### src/rtl/kpsd_pkg.sv
package kpsd_pkg;

	localparam int ROWS    = 4;
	localparam int COLUMNS = 8;

	localparam int PHASES  = 2 * ROWS;
	localparam int PHASE_W = 3;
	localparam int ROW_W   = 2;
	localparam int COL_W   = 3;
	localparam int CODE_W  = 5;
	localparam int GROUP   = 4;

	localparam logic [7:0] DEBOUNCE_RESET = 8'd50;

	localparam logic [1:0] OP_TICK      = 2'd0;
	localparam logic [1:0] OP_CHANGE_LO = 2'd1;
	localparam logic [1:0] OP_CHANGE_HI = 2'd2;

	// Character of code i sits in byte 31-i, since a string literal starts at the MSB.
	localparam logic [255:0] KEY_CHARS = "=396xtln/-*+apg^0174osqm.285fced";

	typedef struct packed {
		logic [ROWS-1:0]   row_drive;
		logic              key_valid;
		logic [CODE_W-1:0] key_code;
		logic [7:0]        key_char;
	} kpsd_result_t;

	function automatic logic [7:0] kpsd_key_char(input logic [CODE_W-1:0] code);
		logic [CODE_W-1:0] slot;
		slot = ~code;
		return KEY_CHARS[{slot, 3'b000} +: 8];
	endfunction

endpackage

### src/rtl/kpsd_scan.sv
module kpsd_scan import kpsd_pkg::*; (
	input  logic         clk,
	input  logic         arst_n,
	input  logic         cfg_wr_en,
	input  logic [7:0]   cfg_wr_data,
	input  logic         step,
	input  logic [1:0]   op,
	input  logic [7:0]   levels,
	output kpsd_result_t result
);

	logic [PHASE_W-1:0] scan_phase_q;
	logic [ROW_W-1:0]   active_row_q;
	logic               press_lock_q;
	logic [7:0]         quiet_count_q;
	logic [7:0]         debounce_ticks_q;

	logic [PHASE_W-1:0] phase_next;
	logic [PHASE_W-1:0] phase_shown;
	logic               is_change;
	logic               found;
	logic [COL_W-1:0]   col_hit;

	function automatic logic [ROWS-1:0] scan_phase_shown_drive(input logic [PHASE_W-1:0] ph);
		if (ph[0])
			return '1;
		return ~(ROWS'(1) << ph[PHASE_W-1:1]);
	endfunction

	assign phase_next = (scan_phase_q == PHASE_W'(PHASES - 1)) ? '0 : scan_phase_q + 1'b1;
	assign is_change  = (op == OP_CHANGE_LO) || (op == OP_CHANGE_HI);
	assign phase_shown = (op == OP_TICK) ? phase_next : scan_phase_q;

	// Lowest low column of the selected group.
	always_comb begin
		logic [COL_W-1:0] col;
		found   = 1'b0;
		col_hit = '0;
		for (int i = GROUP - 1; i >= 0; i--) begin
			col = (op == OP_CHANGE_HI) ? COL_W'(GROUP + i) : COL_W'(i);
			if ((32'(col) < COLUMNS) && !levels[col]) begin
				found   = 1'b1;
				col_hit = col;
			end
		end
	end

	always_comb begin
		result.row_drive = scan_phase_shown_drive(phase_shown);
		result.key_valid = is_change && !press_lock_q && found;
		result.key_code  = '0;
		result.key_char  = '0;
		if (result.key_valid) begin
			result.key_code = CODE_W'(32'(active_row_q) * COLUMNS + 32'(col_hit));
			result.key_char = kpsd_key_char(result.key_code);
		end
	end

	always_ff @(posedge clk or negedge arst_n) begin
		if (!arst_n) begin
			scan_phase_q     <= '0;
			active_row_q     <= '0;
			press_lock_q     <= 1'b0;
			quiet_count_q    <= '0;
			debounce_ticks_q <= DEBOUNCE_RESET;
		end else begin
			if (cfg_wr_en)
				debounce_ticks_q <= cfg_wr_data;
			if (step && (op == OP_TICK)) begin
				if (quiet_count_q != '0)
					quiet_count_q <= quiet_count_q - 1'b1;
				else
					press_lock_q <= 1'b0;
				scan_phase_q <= phase_next;
				if (!phase_next[0])
					active_row_q <= phase_next[PHASE_W-1:1];
			end else if (step && is_change) begin
				press_lock_q  <= 1'b1;
				quiet_count_q <= debounce_ticks_q;
			end
		end
	end

endmodule

### src/rtl/keypad_scan_debounce.sv
// Keypad scanner and debouncer for a 4-row by 8-column matrix. Each item is a tick
// (operation 0) or a column-change event for columns 0-3 (1) or 4-7 (2), with the
// sampled active-low column pins; every item yields exactly one result with the row
// drive after the item and, for an accepted key press, its code (row*8+column) and
// character. An item passes an input register and a result register, and one item can
// be taken every cycle while no stalled result holds the output; the state update between
// the two registers sets that rate. debounce_ticks resets to 50.
module keypad_scan_debounce import kpsd_pkg::*; (
	input  logic              clk,
	input  logic              arst_n,
	input  logic              cfg_wr_en,
	input  logic [7:0]        cfg_wr_data,
	input  logic              in_valid,
	output logic              in_stall,
	input  logic [1:0]        operation,
	input  logic [7:0]        column_levels,
	output logic              out_valid,
	input  logic              out_stall,
	output logic [ROWS-1:0]   row_drive,
	output logic              key_valid,
	output logic [CODE_W-1:0] key_code,
	output logic [7:0]        key_char
);

	logic         valid_s1;
	logic [1:0]   op_s1;
	logic [7:0]   levels_s1;
	logic         valid_s2;
	kpsd_result_t result_s2;
	kpsd_result_t result;
	logic         advance;
	logic         accept;

	assign advance  = valid_s1 && (!valid_s2 || !out_stall);
	assign in_stall = valid_s1 && !advance;
	assign accept   = in_valid && !in_stall;

	kpsd_scan u_scan (
		.clk         (clk),
		.arst_n      (arst_n),
		.cfg_wr_en   (cfg_wr_en),
		.cfg_wr_data (cfg_wr_data),
		.step        (advance),
		.op          (op_s1),
		.levels      (levels_s1),
		.result      (result)
	);

	always_ff @(posedge clk or negedge arst_n) begin
		if (!arst_n) begin
			valid_s1 <= 1'b0;
			valid_s2 <= 1'b0;
		end else begin
			if (accept)
				valid_s1 <= 1'b1;
			else if (advance)
				valid_s1 <= 1'b0;
			if (advance)
				valid_s2 <= 1'b1;
			else if (!out_stall)
				valid_s2 <= 1'b0;
		end
	end

	always_ff @(posedge clk) begin
		if (accept) begin
			op_s1     <= operation;
			levels_s1 <= column_levels;
		end
		if (advance)
			result_s2 <= result;
	end

	assign out_valid = valid_s2;
	assign row_drive = result_s2.row_drive;
	assign key_valid = result_s2.key_valid;
	assign key_code  = result_s2.key_code;
	assign key_char  = result_s2.key_char;

endmodule

### config.mk
export PLATFORM = sky130hd
export DESIGN_NAME = keypad_scan_debounce
export DESIGN_NICKNAME = d
export VERILOG_FILES = /design/src/rtl/kpsd_pkg.sv /design/src/rtl/kpsd_scan.sv /design/src/rtl/keypad_scan_debounce.sv
export SDC_FILE = /design/constraint.sdc
export NUM_CORES = 1
export LEC_CHECK = 0
export ABC_AREA = 0
export BUFFER_PORTS_ARGS = -buffer_cell sky130_fd_sc_hd__buf_2
export CAP_MARGIN = 20
export CELL_PAD_IN_SITES_DETAIL_PLACEMENT = 1
export CELL_PAD_IN_SITES_GLOBAL_PLACEMENT = 1
export CORE_UTILIZATION = 40
export CTS_BUF_LIST = sky130_fd_sc_hd__clkbuf_8 sky130_fd_sc_hd__clkbuf_16
export DETAILED_ROUTE_END_ITERATION = 7
export GPL_ROUTABILITY_DRIVEN = 0
export GPL_TIMING_DRIVEN = 0
export PLACE_DENSITY = 0.72
export SLEW_MARGIN = 10
export SYNTH_ARGS = -nofsm -noshare
export SYNTH_HDL_FRONTEND = slang
export SYNTH_HIERARCHICAL = 1
export SYNTH_SLANG_ARGS = --single-unit
### constraint.sdc
create_clock -name clk -period 2.9 [get_ports clk]
set_clock_uncertainty 0.05 [all_clocks]
set_input_delay 0 -clock clk [delete_from_list [all_inputs] [get_ports clk]]
set_output_delay 0 -clock clk [all_outputs]
set_load 0.01 [all_outputs]
==> flow_summary.yaml <==
logic_synthesis:
  synth_edf_count: 28
  netlist_instances: 243
  netlist-cell-type-count: 61
  ys.flop_type: "edfxtp_1"
  syn_nets: 278
  synth-seq-cells: 52
  synth_area_sq_um: 2710
  synth_warnings: 6
  syn_avg_cell_area_sq_um: 11.2
  async_reset_ff_frac: 0.462
  ys_seq_area_frac: 0.533
floorplan:
  io_pins: 43
  dieArea_sq_um: 7110
  die_w_microns: 84.3
  die_h_microns: 84.3
  rows: 29
  coreArea_sq_um: 6460
  start_util: 0.420
clock_network:
  cts_tree: "built"
  clock_latency_ps: 310
  h-tree-depth: 2
  clkTransAtPathRegs_ps: 100
  clockBufferDepth: 2
  clock_sinks: 52
  cts_buffers: 5
  cts_root_buf: "clkbuf_8"
setup_path:
  crit_path_end: "key_char[2]"
  critPathMaxFanout: 10
  path_class: "reg2reg"
  reg2reg_from: "op_s1[0]"
  r2r_end: "key_char[2]"
  worst_ep_arrival_time_ps: 2690
  endpoint_kind: "register"
  crit_start: "op_s1[0]"
  cp.required_ps: 2930
  ff2ff_path_depth: 10
  max_stage_delay_ps: 400
  worstPathCellList: "inv_1 -> ha_1 -> buf_2 -> o21ai_0 -> nand2b_1 -> inv_2 -> ha_2 -> nor2_2 -> a211o_1 -> a2111oi_2"
  slowest_stage: "a2111oi_2"
  rrSetupSlack_ps: 230
  start_kind: "register"
pwr:
  ir_drop_v: 0.000353
  leakage_nw: 1.40
  finalPower_mw: 2.15
  powerDensity_nw_per_um2: 639
placed_design:
  placed_area_sq_um: 3030
  dp_hpwl_microns: 4190
  port_buffers: 41
timing:
  rsz0062_at_grt: "false"
  min_period_over_period: 0.919
  tightest_slew_ps: 550
  fin_crit_ps: 2670
  hold_viol_final: 0
  max_freq_mhz: 375
  relSlewSlack: 0.633
  setup_viol: 0
  drv_slew: 0
layout:
  area_growth_pct: 24.1
  antenna_cells: 0
  fillers: 732
  mostFrequentLayoutCells: "buf_2, edfxtp_1, dlygate4sd3_1"
  final_common_cell: "buf_2"
  finalInstanceArea_sq_um: 3360
  fin_nets: 349
  drive_gt1_frac: 0.279
run_status:
  violations: "DRC"
  status: "finished, violations left"
global_routing:
  grt_pass1_vias: 2145
  grt_max_degree: 25
  antenna_found_initial: 0
  grt_first_pass_wirelength_microns: 10300
  overflow: 0
  track_usage: 0.185
job:
  drv_cap: 0
drt:
  viasPerCell: 5.34
  drt-wirelength-per-cell_microns: 15.4
  antenna_left: 0
  wl_microns: 6040
  drt_first_iter_violations: 97
  via_count: 2092
  drc_errors: 13
  first_pass_iters: 6
hold_path:
  min_path_type: "in2async"
layout make-up:
cell class                 instances  area [sq um]  share of cell area
clock inverter                     2          11.3             0.00335
tap                               77          96.3              0.0286
inverter                          13          48.8              0.0145
buffer                            13          61.3              0.0182
multi-input combinational        165          1170               0.348
clock buffer                       6          93.8              0.0279
timing repair buffer              64           437               0.130
sequential                        52          1450               0.430
what timing repair did:
item,CTS,global route
gates resized for setup,0,7
buffers inserted,0,0
hold buffers,22,0
hold endpoints to repair,44,0
setup endpoints to repair,0,2
power breakdown:
group | internal (mW) | total (mW) | leakage (nW) | switching, mW
clock | 0.222 | 0.469 | 0.0566 | 0.248
sequential | 0.931 | 1.02 | 0.545 | 0.0910
combinational | 0.284 | 0.658 | 0.795 | 0.374
layer usage:
layer / global-route usage / part of all wire
met2: 0.317 / 0.49
met1: 0.239 / 0.47
met4: 0.0611 / 0.012
met5: 0 / 0
met3: 0.0305 / 0.032
state kept, by name (all words and copies together) (netlist names):
| register | flops |
|---|---|
| key_valid | 1 |
| row_drive | 4 |
| out_valid | 1 |
| op_s1 | 2 |
| key_code | 5 |
| levels_s1 | 8 |
| u_scan/press_lock_q | 1 |
| key_char | 8 |
| u_scan/scan_phase_q | 3 |
| u_scan/debounce_ticks_q | 8 |
| u_scan/quiet_count_q | 8 |
| u_scan/active_row_q | 2 |
| valid_s1 | 1 |
per-stage QoR:
step	cells	TNS [ps]	hold WS (ps)	util	setup WS [ps]
2_1_floorplan	243	0	-346	-	204
3_3_place_gp	361	-3510	-25.5	0.466	-437
3_5_place_dp	362	0	-31.2	0.469	48.0
4_1_cts	392	0	158	0.519	5.62
5_1_grt	392	0	205	0.521	31.1
6_report	392	0	149	0.521	234
how the worst min path moves through the flow:
| stage | startpoint | end | slack [ps] | cells after the start |
|---|---|---|---|---|
| floorplan | arst_n | out_valid | -350 | 0 |
| global placement | arst_n | u_scan/scan_phase_q[2] | -30 | 1 |
| detailed placement | arst_n | u_scan/scan_phase_q[2] | -30 | 1 |
| CTS | arst_n | u_scan/debounce_ticks_q[3] | 160 | 2 |
| global route | arst_n | u_scan/quiet_count_q[3] | 210 | 2 |
| finish | arst_n | u_scan/quiet_count_q[3] | 150 | 2 |
cells in the mapped netlist, types with 4 or more instances:
cell type,instances,area share
o21ai_0,9,0.017
a21boi_0,4,0.011
a21oi_1,14,0.026
mux2_2,11,0.046
nand3_1,5,0.0092
nand2b_1,6,0.014
clkbuf_1,7,0.0097
edfxtp_1,28,0.31
ha_1,12,0.055
inv_1,13,0.018
nand2_1,20,0.028
nor2_1,19,0.026
dfrtp_1,21,0.19
a211oi_1,4,0.011
cell families after synthesis:
logic type | synth area share
other | 0.00138
muxes | 0.0494
AOI/OAI and AO/OA | 0.178
buffers and inverters | 0.0406
and+or+nand+nor | 0.142
DFF | 0.533
adders and majority gates | 0.0554
worst max-delay path: cells and delay by family (launching register included):
kind                       cells  cell delay (ps)
AOI/OAI and AO/OA              3              860
buffers and inverters          3              430
adders and majority gates      2              390
DFF                            1              380
and+or+nand+nor                2              320
No activity file was read; power rests on OpenSTA's default activity.
